**config.mk**
```make
export PLATFORM = sky130hd
export DESIGN_NAME = dpcm_exp_golomb_encoder
export DESIGN_NICKNAME = d
export VERILOG_FILES = /design/src/hdl/dpcmeg_pkg.sv /design/src/hdl/dpcmeg_front.sv /design/src/hdl/dpcmeg_fifo.sv /design/src/hdl/dpcmeg_packer.sv /design/src/hdl/dpcm_exp_golomb_encoder.sv
export SDC_FILE = /design/constraint.sdc
export NUM_CORES = 1
export LEC_CHECK = 0
export BUFFER_PORTS_ARGS = -buffer_cell sky130_fd_sc_hd__buf_2
export CAP_MARGIN = 20
export CORE_MARGIN = 3
export CORE_UTILIZATION = 30
export DETAILED_ROUTE_END_ITERATION = 16
export PLACE_DENSITY_LB_ADDON = 0.12
export SYNTH_ARGS = -nofsm -noshare
export SYNTH_HDL_FRONTEND = slang
export SYNTH_SLANG_ARGS = --single-unit
```
**constraint.sdc**
```tcl
create_clock -name clock -period 7.35 [get_ports clock]
set_clock_uncertainty 0.1 [all_clocks]
set_input_delay 0.735 -clock clock [delete_from_list [all_inputs] [get_ports clock]]
set_output_delay 0.735 -clock clock [all_outputs]
set_load 0.1 [all_outputs]
```
**src/hdl/dpcmeg_pkg.sv**
```systemverilog
// shared types and constants for the dpcm exp-golomb encoder
// no dependencies; imported by every module of the block
package dpcmeg_pkg;

   localparam int SAMPLE_W    = 12;
   localparam int SAMPLE_BITS = 12;
   localparam int QUANT_W     = 4;
   localparam int BYTE_BITS   = 8;
   localparam int PEND_BITS   = BYTE_BITS - 1;
   localparam int CODE_BITS   = SAMPLE_BITS + 1;
   localparam int LEN_BITS    = $clog2(2 * CODE_BITS);
   localparam int ACC_BITS    = PEND_BITS + 2 * CODE_BITS - 1;
   localparam int CNT_BITS    = $clog2(ACC_BITS + 1);
   localparam int FIFO_DEPTH  = 4;
   localparam int FIFO_PTR    = $clog2(FIFO_DEPTH);
   localparam int FIFO_CNT    = $clog2(FIFO_DEPTH + 1);

   localparam logic [SAMPLE_W-1:0] SAMPLE_MASK = SAMPLE_W'((1 << SAMPLE_BITS) - 1);

   typedef struct packed {
      logic [SAMPLE_W-1:0] sample;
      logic                row_start;
      logic                plane_start;
      logic                frame_end;
   } req_type;

   typedef struct packed {
      logic [BYTE_BITS-1:0] out_byte;
      logic                 last_byte;
   } rsp_type;

   // one coded sample: the low len bits of code, MSB first
   typedef struct packed {
      logic [CODE_BITS-1:0] code;
      logic [LEN_BITS-1:0]  len;
      logic                 frame_end;
   } code_type;

   typedef struct packed {
      logic full;
      logic empty;
   } fifo_status_type;

endpackage

```
**src/hdl/dpcmeg_front.sv**
```systemverilog
// front end: prediction, quantized residual and exp-golomb code word per sample
// depends on dpcmeg_pkg; pushes one code_type per accepted beat into the queue
module dpcmeg_front import dpcmeg_pkg::*; (
   input  logic                 clock,
   input  logic                 reset,
   input  logic                 csr_we,
   input  logic [QUANT_W-1:0]   csr_wdata,
   input  logic                 req_valid,
   output logic                 req_ready,
   input  req_type              req_data,
   input  fifo_status_type      fifo_status,
   output logic                 push,
   output code_type             push_data
);

   logic [QUANT_W-1:0]     quant_ff, quant_in;
   logic [SAMPLE_BITS-1:0] left_ff, left_in;
   logic [SAMPLE_BITS-1:0] row_first_ff, row_first_in;
   logic [SAMPLE_BITS-1:0] s, pred, mag, mag_q;
   logic                   neg;
   logic [CODE_BITS-1:0]   x;
   logic [LEN_BITS-1:0]    n;

   assign req_ready = !fifo_status.full;
   assign push      = req_valid && req_ready;

   assign s = SAMPLE_BITS'(req_data.sample & SAMPLE_MASK);

   always_comb begin
      priority if (req_data.plane_start) begin
         pred = '0;
      end else if (req_data.row_start) begin
         pred = row_first_ff;
      end else begin
         pred = left_ff;
      end
   end

   assign neg   = s < pred;
   assign mag   = neg ? (pred - s) : (s - pred);
   assign mag_q = mag >> quant_ff;
   // mapped value plus one: negative or zero gives 2m+1, positive gives 2m
   assign x     = {mag_q, neg || (mag_q == '0)};

   always_comb begin
      n = '0;
      for (int i = 0; i < CODE_BITS; i++) begin
         if (x[i]) begin
            n = LEN_BITS'(i + 1);
         end
      end
   end

   assign push_data.code      = x;
   assign push_data.len       = LEN_BITS'(2 * int'(n) - 1);
   assign push_data.frame_end = req_data.frame_end;

   always_comb begin
      quant_in     = csr_we ? csr_wdata : quant_ff;
      left_in      = push ? s : left_ff;
      row_first_in = row_first_ff;
      if (push && (req_data.row_start || req_data.plane_start)) begin
         row_first_in = s;
      end
   end

   always_ff @(posedge clock) begin
      if (reset) begin
         quant_ff     <= '0;
         left_ff      <= '0;
         row_first_ff <= '0;
      end else begin
         quant_ff     <= quant_in;
         left_ff      <= left_in;
         row_first_ff <= row_first_in;
      end
   end

endmodule

```
**src/hdl/dpcmeg_fifo.sv**
```systemverilog
// short code-word queue between front end and bit packer
// depends on dpcmeg_pkg for code_type and depth constants
module dpcmeg_fifo import dpcmeg_pkg::*; (
   input  logic            clock,
   input  logic            reset,
   input  logic            push,
   input  code_type        push_data,
   input  logic            pop,
   output code_type        pop_data,
   output fifo_status_type status
);

   code_type            mem_ff [FIFO_DEPTH];
   logic [FIFO_PTR-1:0] wr_ptr_ff, wr_ptr_in;
   logic [FIFO_PTR-1:0] rd_ptr_ff, rd_ptr_in;
   logic [FIFO_CNT-1:0] count_ff, count_in;

   assign status.full  = count_ff == FIFO_CNT'(FIFO_DEPTH);
   assign status.empty = count_ff == '0;
   assign pop_data     = mem_ff[rd_ptr_ff];

   always_comb begin
      wr_ptr_in = push ? FIFO_PTR'(wr_ptr_ff + 1'b1) : wr_ptr_ff;
      rd_ptr_in = pop  ? FIFO_PTR'(rd_ptr_ff + 1'b1) : rd_ptr_ff;
      count_in  = count_ff;
      if (push && !pop) begin
         count_in = FIFO_CNT'(count_ff + 1'b1);
      end else if (pop && !push) begin
         count_in = FIFO_CNT'(count_ff - 1'b1);
      end
   end

   always_ff @(posedge clock) begin
      if (push) begin
         mem_ff[wr_ptr_ff] <= push_data;
      end
   end

   always_ff @(posedge clock) begin
      if (reset) begin
         wr_ptr_ff <= '0;
         rd_ptr_ff <= '0;
         count_ff  <= '0;
      end else begin
         wr_ptr_ff <= wr_ptr_in;
         rd_ptr_ff <= rd_ptr_in;
         count_ff  <= count_in;
      end
   end

   a_count_bound: assert property (@(posedge clock) disable iff (reset)
      count_ff <= FIFO_CNT'(FIFO_DEPTH)) else $error("queue count overflow");

   a_no_push_full: assert property (@(posedge clock) disable iff (reset)
      status.full |-> !push) else $error("push into full queue");

   a_no_pop_empty: assert property (@(posedge clock) disable iff (reset)
      status.empty |-> !pop) else $error("pop from empty queue");

endmodule

```
**src/hdl/dpcmeg_packer.sv**
```systemverilog
// back end: appends code words to a bit accumulator and emits bytes msb first
// depends on dpcmeg_pkg; drives the registered result channel
module dpcmeg_packer import dpcmeg_pkg::*; (
   input  logic            clock,
   input  logic            reset,
   input  fifo_status_type fifo_status,
   input  code_type        pop_data,
   output logic            pop,
   output logic            rsp_valid,
   input  logic            rsp_ready,
   output rsp_type         rsp_data
);

   logic [ACC_BITS-1:0] acc_ff, acc_in;
   logic [CNT_BITS-1:0] cnt_ff, cnt_in;
   logic                fe_ff, fe_in;
   logic                rsp_valid_ff, rsp_valid_in;
   rsp_type             rsp_data_ff, rsp_data_in;
   logic                out_free;
   logic                byte_ready;
   logic                load_last;

   assign out_free   = !rsp_valid_ff || rsp_ready;
   assign byte_ready = cnt_ff >= CNT_BITS'(BYTE_BITS);

   always_comb begin
      acc_in       = acc_ff;
      cnt_in       = cnt_ff;
      fe_in        = fe_ff;
      rsp_valid_in = rsp_valid_ff && !rsp_ready;
      rsp_data_in  = rsp_data_ff;
      pop          = 1'b0;
      load_last    = 1'b0;
      priority if (byte_ready) begin
         if (out_free) begin
            rsp_valid_in          = 1'b1;
            rsp_data_in.out_byte  = BYTE_BITS'(acc_ff >> (cnt_ff - CNT_BITS'(BYTE_BITS)));
            // a frame whose bits end on a byte boundary closes here
            rsp_data_in.last_byte = fe_ff && (cnt_ff == CNT_BITS'(BYTE_BITS));
            load_last             = rsp_data_in.last_byte;
            cnt_in                = cnt_ff - CNT_BITS'(BYTE_BITS);
            if (rsp_data_in.last_byte) begin
               fe_in = 1'b0;
            end
         end
      end else if (fe_ff) begin
         // partial byte flush, zero padded on the right
         if (out_free) begin
            rsp_valid_in          = 1'b1;
            rsp_data_in.out_byte  = BYTE_BITS'(acc_ff << (CNT_BITS'(BYTE_BITS) - cnt_ff));
            rsp_data_in.last_byte = 1'b1;
            load_last             = 1'b1;
            cnt_in                = '0;
            fe_in                 = 1'b0;
         end
      end else begin
         if (!fifo_status.empty) begin
            pop    = 1'b1;
            acc_in = (acc_ff << pop_data.len) | ACC_BITS'(pop_data.code);
            cnt_in = cnt_ff + CNT_BITS'(pop_data.len);
            fe_in  = pop_data.frame_end;
         end
      end
   end

   assign rsp_valid = rsp_valid_ff;
   assign rsp_data  = rsp_data_ff;

   always_ff @(posedge clock) begin
      acc_ff      <= acc_in;
      rsp_data_ff <= rsp_data_in;
   end

   always_ff @(posedge clock) begin
      if (reset) begin
         cnt_ff       <= '0;
         fe_ff        <= 1'b0;
         rsp_valid_ff <= 1'b0;
      end else begin
         cnt_ff       <= cnt_in;
         fe_ff        <= fe_in;
         rsp_valid_ff <= rsp_valid_in;
      end
   end

   a_cnt_bound: assert property (@(posedge clock) disable iff (reset)
      cnt_ff <= CNT_BITS'(ACC_BITS)) else $error("bit count overflow");

   a_flush_has_bits: assert property (@(posedge clock) disable iff (reset)
      fe_ff |-> (cnt_ff != '0)) else $error("frame end pending with no bits");

   a_last_clears: assert property (@(posedge clock) disable iff (reset)
      load_last |=> (cnt_ff == '0) && !fe_ff) else $error("bits left after last beat");

   a_pop_empty: assert property (@(posedge clock) disable iff (reset)
      pop |-> !byte_ready && !fe_ff && !fifo_status.empty)
      else $error("pop while bytes pending");

endmodule

```
**src/hdl/dpcm_exp_golomb_encoder.sv**
```systemverilog
// dpcm encoder with signed order-0 exp-golomb codes, bytes packed msb first
// code words go via the queue and the accumulator to the registered byte output
// throughput: one sample per cycle into a 4-deep code queue while it is not full;
// the packer takes a code word only when no byte is pending, one byte beat at a time
// reset: synchronous active-high reset clears prediction, pending bits, queue,
// output valid flag and quant_shift
module dpcm_exp_golomb_encoder import dpcmeg_pkg::*; (
   input  logic               clock,
   input  logic               reset,
   input  logic               csr_we,
   input  logic [QUANT_W-1:0] csr_wdata,
   input  logic               req_valid,
   output logic               req_ready,
   input  req_type            req_data,
   output logic               rsp_valid,
   input  logic               rsp_ready,
   output rsp_type            rsp_data
);

   fifo_status_type fifo_status;
   logic            push;
   logic            pop;
   code_type        push_data;
   code_type        pop_data;

   dpcmeg_front u_front (
      .clock       (clock),
      .reset       (reset),
      .csr_we      (csr_we),
      .csr_wdata   (csr_wdata),
      .req_valid   (req_valid),
      .req_ready   (req_ready),
      .req_data    (req_data),
      .fifo_status (fifo_status),
      .push        (push),
      .push_data   (push_data)
   );

   dpcmeg_fifo u_fifo (
      .clock     (clock),
      .reset     (reset),
      .push      (push),
      .push_data (push_data),
      .pop       (pop),
      .pop_data  (pop_data),
      .status    (fifo_status)
   );

   dpcmeg_packer u_packer (
      .clock       (clock),
      .reset       (reset),
      .fifo_status (fifo_status),
      .pop_data    (pop_data),
      .pop         (pop),
      .rsp_valid   (rsp_valid),
      .rsp_ready   (rsp_ready),
      .rsp_data    (rsp_data)
   );

endmodule

```
# After elaboration in Yosys (flattened, before gate mapping)
# Memories as Yosys holds them, arrays and structs flattened. A register that Yosys moved wholly into a read port is not among the register bits.
# Cells that the tools add are included.
# classes
addsub	10
multipliers	0
div_mod_pow	0
magnitude_cmp	2
eq_ne	6
n_shift	4
n_mux	43
bitwise_logic	4
n_reduce_logical	22
# ops
op	count
$mux 12	3
$mux 9	4
$or 32x13->32	1
$shl 32x5->32	1
$shl 32x6->8	1
$shr 32x6->8	1
$mux 6	5
$mux 4	6
$sub 12x12->12	2
$mux 3	6
$mux 1	15
$logic_not 12->1	1
$lt 12x12->1	1
$shr 12x4->12	1
$mux 2	4
$add 6x5->6	1
$eq 6x4->1 const B	1
$ge 6x4->1 const B	1
$logic_and 1x1->1	6
$reduce_and 3->1	2
$sub 4x6->6 const A	1
$sub 6x4->6 const B	1
$logic_not 1->1	5
$sub 5x1->5 const B	1
other kinds (12)	20
# totals
ff_bits	84
latchBits	0
ramBits	76
mem_bits_ro	0
inputBits	24
output_inout_bits	11
wordCells	104
memories	1
# mem_list
memory	words	width	rd	rd_clocked_by_memory_dff	wr	line_no	source
u_fifo.mem_ff	4	19	1	1	1	dpcmeg_fifo.sv:13	code_type mem_ff [FIFO_DEPTH];

# Longest topological paths before layout
# Gate-level depths: netlist of run 1.
# logic_depth
depth_word	21
depth_mapped	22
depth_no_buf	20

# Cells and area by module
# Synthesis of run 1 repeated with hierarchy kept, for this count alone.
# hier_totals
hier_cells	1052
hier_area_um2	11624.9
# modules_own_cells
mod	instances	cells_per_inst	area_per_inst_um2	seq_area_each_um2
dpcmeg_packer	1	483	5262.5	1391.3
dpcmeg_fifo	1	143	3214.3	2462.4
dpcmeg_front	1	426	3148.0	560.5

# Least setup slack after synthesis of run 1
# No wires, ideal clock.
# synth_path
path_kind	in2reg
start	input port req_data[2] (netlist name)
end	memory u_fifo.mem_ff[0][4] (netlist name) (data pin)
setup_ps	180
arrival_ps	5416
required_time_ps	7070
slack_ps	1654
stages	21
path_buffers	3
path_cell_list	clkbuf_1 buf_1 mux2i_1 or2_2 inv_1 ha_1 buf_6 a21o_1 a31oi_1 nand2_1 a221oi_2 mux2_2 nor3_1 nor4_2 a221oi_1 nor4_1 nor4b_1 o21a_1 a211oi_2 ha_1 xor2_1
# synth_lines
element	line_no	source
start: declaration	dpcm_exp_golomb_encoder.sv:14	input req_type req_data,
end: declaration	dpcmeg_fifo.sv:13	

==> results of run 1 <==
## placed cells by master (no fill, tap or decap), drive strengths merged, types with 36 or more instances in the layout
cell	count
edfxtp	113
nand2	103
a21oi	94
mux2i	87
nor2	74
inv	55
mux4	51
dfxtp	45
buf	45
ha	37
o21ai	36
## sequential cells by signal (all words and copies together) (netlist names), named ones only
signal                cells
u_fifo.count_ff           3
u_fifo.mem_ff            72
u_fifo.rd_ptr_ff          2
u_fifo.wr_ptr_ff          2
u_front.left_ff          12
u_front.quant_ff          4
u_front.row_first_ff     12
u_packer.acc_ff          32
u_packer.cnt_ff           6
u_packer.fe_ff            1
u_packer.rsp_data         9
u_packer.rsp_valid        1
## final cells by class
class	count	area [sq um]
Fill cell	3631	23700
Multi-Input combinational cell	780	6080
Sequential cell	158	4300
Tap cell	461	577
Clock buffer	18	429
Timing Repair Buffer	45	253
Inverter	50	188
Clock inverter	14	154
## worst register-to-register path: stages, from the launching register on
cell      delay (ns)
dfxtp_1         0.33
mux2i_1         0.08
or2_2           0.30
inv_1           0.06
ha_1            0.16
inv_1           0.06
fa_1            0.48
a211oi_2        0.29
o211a_1         0.22
or3_1           0.34
a211oi_2        0.15
o21ai_0         0.24
or3b_1          0.42
a32oi_1         0.28
nand4_1         0.37
nor4_1          0.39
nor4b_1         0.42
o21a_1          0.22
a211oi_2        0.08
ha_1            0.24
xor2_1          0.19
## stage by stage
step,instances,power [mW]
CTS,1526,5.49
detailed placement,1494,4.56
finish,1526,5.45
global route,1526,5.84
global placement,1494,4.58
floorplan,1061,3.82
## cell families after synthesis
logic type,synth area share [%]
compound gates,16.5
xor+xnor,1.45
fa+ha+maj,4.99
buf+inv,4.79
flops,39.4
mux,19.6
simple gates,13.2
## routing by layer
layer	track usage, %	wire length [um]	up-vias
met4	4.59	385	0
met1	24.1	15400	4023
li1	-	-	3983
met3	2.75	1260	25
met5	0	0	-
met2	24.3	13400	199
## worst max-delay path by stage
stage	cells after the start	start	endpoint	slack [ns]
after floorplan	21	req_data[2]	u_fifo.mem_ff[0][4]$_DFFE_PP_	1.65
after global placement	21	req_data[2]	u_fifo.mem_ff[3][4]$_DFFE_PP_	0.98
after detailed placement	21	req_data[2]	u_fifo.mem_ff[1][4]$_DFFE_PP_	0.82
after CTS	21	req_data[2]	u_fifo.mem_ff[3][4]$_DFFE_PP_	1.30
after global routing	21	req_data[2]	u_fifo.mem_ff[0][4]$_DFFE_PP_	0.87
final	21	req_data[2]	u_fifo.mem_ff[3][4]$_DFFE_PP_	1.31
## report_power, final
group	total [mW]	switching (mW)	internal (mW)
Clock	0.904	0.397	0.507
Combinational	2.93	1.75	1.18
Sequential	1.61	0.293	1.31
==> impl_metrics.csv, run 1 <==
group,metric,value,unit
status,status,"complete, no violations",
grt,grt_pass1_vias,8215,
timing,drv_slew,0,
worst_setup_path,rr_worst_depth,20,
yosys,synth_cells,1061,
yosys,synth_area_per_cell,10.3,sq um
place,dpl_cell_area,11400,sq um
floorplan,die_w,197,um
worst_setup_path,timing.critical_path.buf_inv,3,
worst_setup_path,crit_slowest_cell,"fa_1",
cells_and_area,syn_to_final_growth,9.97,%
power_and_ir_drop,p_per_area,455,nW/um^2
clock_network,cts_made_buffers,17,
min_path,holdPathStages,2,
yosys,seq_area_frac_synth,39.4,%
cells_and_area,insertedDiodeCount,0,
worst_setup_path,crit_arrival,6.10,ns
worst_setup_path,rrSetupSlack,1.70,ns
power_and_ir_drop,ir_drop,0.000166,V
timing,rsz0062_at_grt,"no",
yosys,synth_commonest_cells,"113 x edfxtp_1, 103 x nand2_1, 93 x a21oi_1",
routing,vias_per_cell,5.39,
flow_run,drv_cap,0,
clock_network,clockRootBuffer,"clkbuf_16",
timing,finalCritPeriodShare,82.2,%
routing,wl,30.4,mm
clock_network,clkLatencyLatePin,0.45,ns
min_path,hp-class,"flip-flop to flip-flop",
cells_and_area,fin_util,33.6,%
floorplan,boundaryPins,35,
floorplan,coreArea,35700,sq um
timing,fin_ws,1.31,ns
yosys,ys_warn_count,0,
routing,drtAntennaViolNets,0,
grt,antenna_found_initial,0,
grt,grt_remaining_overflow,0,
timing,max_freq,166,MHz
place,io_buffers,34,
clock_network,postCtsHoldBufs,0,
yosys,ys_dominant_reg_cell,"edfxtp_1",
worst_setup_path,worst-path-max-fanout,14,
min_path,hold_end,"u_front.left_ff[9]$_SDFFE_PP0P_",
clock_network,clk_path_buf_depth,2,
floorplan,start_util,30.5,%
worst_setup_path,r2r-end,"u_fifo.mem_ff[3][4]$_DFFE_PP_",
yosys,synth_edf_count,113,
power_and_ir_drop,p_leak,4.48,nW
yosys,yosysTopAreaCellShare,31.2,%
yosys,synth_area_leaders,"edfxtp_1 31%, mux4_2 11%, dfxtp_1 8.3%, mux2i_1 8.0%, a21oi_1 4.3%",
clock_network,post_cts_buffers,0,
clock_network,cts.clk_slew.worst_paths,0.07,ns
clock_network,htree_levels,4,
min_path,min_from,"u_front.left_ff[9]$_SDFFE_PP0P_",
yosys,ys_types,78,
worst_setup_path,required,7.41,ns
routing,firstDrtPassIters,5,
timing,tns,0,ns
routing,route.detailed.drc,0,
place,post-place-ws,0.822,ns
floorplan,die-area,38600,sq um
worst_setup_path,max_stage_delay,0.48,ns
worst_setup_path,cp_cell_sequence,"buf_2 > mux2i_1 > or2_2 > inv_1 > ha_1 > inv_1 > fa_1 > a211oi_2 > o211a_1 > or3_1 > a211oi_2 > o21ai_0 > or3b_1 > a32oi_1 > nand4_1 > nor4_1 > nor4b_1 > o21a_1 > a211oi_2 > ha_1 > xor2_1",
place,hpwl,22.0,mm
routing,wl_per_cell,19.9,um
timing,layout_min_cycle_time,6.04,ns
routing,drtIter0Drc,634,
timing,slew_headroom,28.5,%
worst_setup_path,critPathCaptureType,"flip-flop",
worst_setup_path,path_delay_family,"simple AND/OR/NAND/NOR gates",
timing,finalHoldViolations,0,
worst_setup_path,reg2reg_from,"u_front.row_first_ff[0]$_SDFFE_PP0P_",
timing,holdWs,0.357,ns
worst_setup_path,worstSetupStartpointType,"primary input",
clock_network,tritoncts,"yes",
floorplan,row_count,69,
floorplan,die_height,197,um
place,place_congestion,0.864,
cells_and_area,fin_nets,1117,
timing,setup_viol,0,
yosys,synth_largest_area_cell,"edfxtp_1",
timing,worstMarginPinSlew,1.07,ns
cells_and_area,fin_area,12000,sq um
grt,grt_usage,16.2,%
yosys,synth.net_count,1126,
clock_network,post_cts_resized,0,
grt,grt_max_degree,45,
yosys,ys_ff_latch,158,
grt,grt_pass1_wl,48.8,mm
routing,vias,8230,
yosys,yosysMostFrequentCell,"edfxtp_1",
clock_network,numClockSinks,158,
worst_setup_path,crit_top_cell,"a211oi_2",
worst_setup_path,path_class,"primary input to flip-flop",
yosys,syn_area,10900,sq um
cells_and_area,drive_above_1_share,16.8,%
yosys,synthArstFlopShare,0,%
No activity file was read; power rests on OpenSTA's default activity.
==> run 2, diff against run 1 <==
==> constraint.sdc (replaced) <==
create_clock -name clock -period 5.4 [get_ports clock]
set_clock_uncertainty 0.1 [all_clocks]
set_input_delay 0.54 -clock clock [delete_from_list [all_inputs] [get_ports clock]]
set_output_delay 0.54 -clock clock [all_outputs]
set_load 0.1 [all_outputs]
==> impl_metrics.csv, run 2 (synthesis results as in run 1) <==
group,metric,value,unit
worst_setup_path,required,5.45,ns
floorplan,coreArea,35700,sq um
floorplan,row_count,69,
worst_setup_path,crit_path_end,"u_fifo.mem_ff[3][4]$_DFFE_PP_",
power_and_ir_drop,p_per_area,593,nW/um^2
floorplan,die_w,197,um
place,dpl_cell_area,12000,sq um
grt,grt_max_degree,45,
power_and_ir_drop,p_total,7.49,mW
cells_and_area,final_common_cell,"edfxtp_1",
cells_and_area,multi_input_area,6110,sq um
flow_run,drv_cap,0,
place,post-place-ws,-0.181,ns
cells_and_area,largest-register,"u_fifo.mem_ff",
routing,wl,31.6,mm
clock_network,cts_made_buffers,17,
worst_setup_path,rr_worst_depth,21,
routing,drtIter0Drc,629,
floorplan,die_height,197,um
clock_network,tritoncts,"yes",
worst_setup_path,path_class,"primary input to flip-flop",
timing,worstMarginPinSlew,1.07,ns
place,placed_cells,1579,
routing,firstDrtPassIters,4,
routing,wl_per_cell,19.6,um
cells_and_area,fin_nets,1202,
worst_setup_path,worstSetupStartpointType,"primary input",
worst_setup_path,crit_start,"req_data[2]",
cells_and_area,largestRegisters,"u_fifo.mem_ff: 72 flops, u_packer.acc_ff: 32 flops",
timing,layout_min_cycle_time,5.04,ns
grt,grt_remaining_overflow,0,
cells_and_area,largest_register_ffs,72,
worst_setup_path,reg2reg_from,"u_front.row_first_ff[0]$_SDFFE_PP0P_",
grt,grt_pass1_vias,8469,
routing,drtAntennaViolNets,0,
grt,antenna_found_initial,0,
clock_network,numClockSinks,158,
worst_setup_path,crit_arrival,5.09,ns
timing,finalHoldViolations,0,
cells_and_area,layout_common_cells,"113 x edfxtp_1, 103 x nand2_1, 96 x buf_4",
timing,drv_slew,0,
cells_and_area,insertedDiodeCount,0,
min_path,hp-class,"primary input to flip-flop",
cells_and_area,regArea,4300,sq um
worst_setup_path,critPathCaptureType,"flip-flop",
cells_and_area,nFillCells,3631,
cells_and_area,drive_above_1_share,23.3,%
timing,slew_headroom,28.8,%
clock_network,cts.clk_slew.worst_paths,0.07,ns
timing,setup_viol,0,
timing,fin_ws,0.356,ns
clock_network,clkLatencyLatePin,0.44,ns
floorplan,die-area,38600,sq um
timing,max_freq,198,MHz
timing,rsz0062_at_grt,"no",
timing,holdWs,0.220,ns
place,place_congestion,0.824,
routing,vias_per_cell,5.27,
timing,tns,0,ns
routing,vias,8495,
worst_setup_path,worst-path-max-fanout,8,
min_path,min_from,"req_data[0]",
clock_network,htree_levels,4,
grt,grt_usage,16.6,%
floorplan,start_util,30.5,%
grt,grt_pass1_wl,50.0,mm
power_and_ir_drop,p_leak,4.88,nW
timing,finalCritPeriodShare,93.4,%
worst_setup_path,rrSetupSlack,0.40,ns
cells_and_area,final_cell_count_no_fill,1611,
floorplan,boundaryPins,35,
place,io_buffers,34,
power_and_ir_drop,ir_drop,0.000240,V
clock_network,clk_path_buf_depth,2,
cells_and_area,syn_to_final_growth,15.9,%
place,hpwl,23.4,mm
worst_setup_path,r2r-end,"u_fifo.mem_ff[3][4]$_DFFE_PP_",
clock_network,clockRootBuffer,"clkbuf_16",
routing,route.detailed.drc,0,
status,status,"complete, no violations",
cells_and_area,fin_area,12600,sq um
cells_and_area,fin_util,35.4,%
## run 2: worst min-delay path by stage
stage	to	slack, ns	cells past startpoint
floorplan	u_front.left_ff[0]$_SDFFE_PP0P_	0.34	2
CTS	u_fifo.mem_ff[0][0]$_DFFE_PP_	0.20	1
detailed placement	u_front.left_ff[10]$_SDFFE_PP0P_	0.35	2
finish	u_fifo.mem_ff[0][0]$_DFFE_PP_	0.22	1
global placement	u_front.left_ff[7]$_SDFFE_PP0P_	0.34	2
global route	u_fifo.mem_ff[0][0]$_DFFE_PP_	0.21	1
## run 2: power breakdown
| part | internal (mW) | switching [mW] | leakage (nW) |
|---|---|---|---|
| Sequential | 1.79 | 0.424 | 1.43 |
| Combinational | 1.72 | 2.37 | 3.18 |
| Clock | 0.640 | 0.540 | 0.274 |
## run 2: final cells by class
cell class	instances	area share (%)
Multi-Input combinational cell	780	48.4
Sequential cell	158	34.0
Timing Repair Buffer	130	7.06
Tap cell	461	4.57
Clock buffer	17	3.37
Inverter	50	1.49
Clock inverter	15	1.08
## run 2: metal layers
layer | track usage (%) | vias to the layer above | share of wire (%)
li1 | - | 4145 | -
met1 | 25.4 | 4181 | 52
met5 | 0 | - | 0
met2 | 25.0 | 144 | 44
met3 | 2.67 | 25 | 2.6
met4 | 3.22 | 0 | 0.95
## run 2: worst max-delay path, stage by stage
cell      delay [ns]
buf_2           0.22
mux2i_1         0.29
or2_2           0.17
inv_1           0.04
ha_1            0.31
buf_4           0.17
and3_1          0.15
o21ai_1         0.20
nand2_1         0.20
a221oi_2        0.40
mux2_2          0.38
nor3_1          0.33
nor4_4          0.11
a221oi_1        0.42
buf_4           0.22
nor2_1          0.04
and4_1          0.20
o21a_1          0.11
a211oi_2        0.23
ha_1            0.23
xor2_2          0.11
## run 2: timing repair
| item | 4_1_cts | 5_1_grt |
|---|---|---|
| buffers inserted | 0 | 0 |
| resized for setup | 0 | 5 |
| endpoints found under the setup margin | 0 | 6 |
| hold buffers | 0 | 0 |
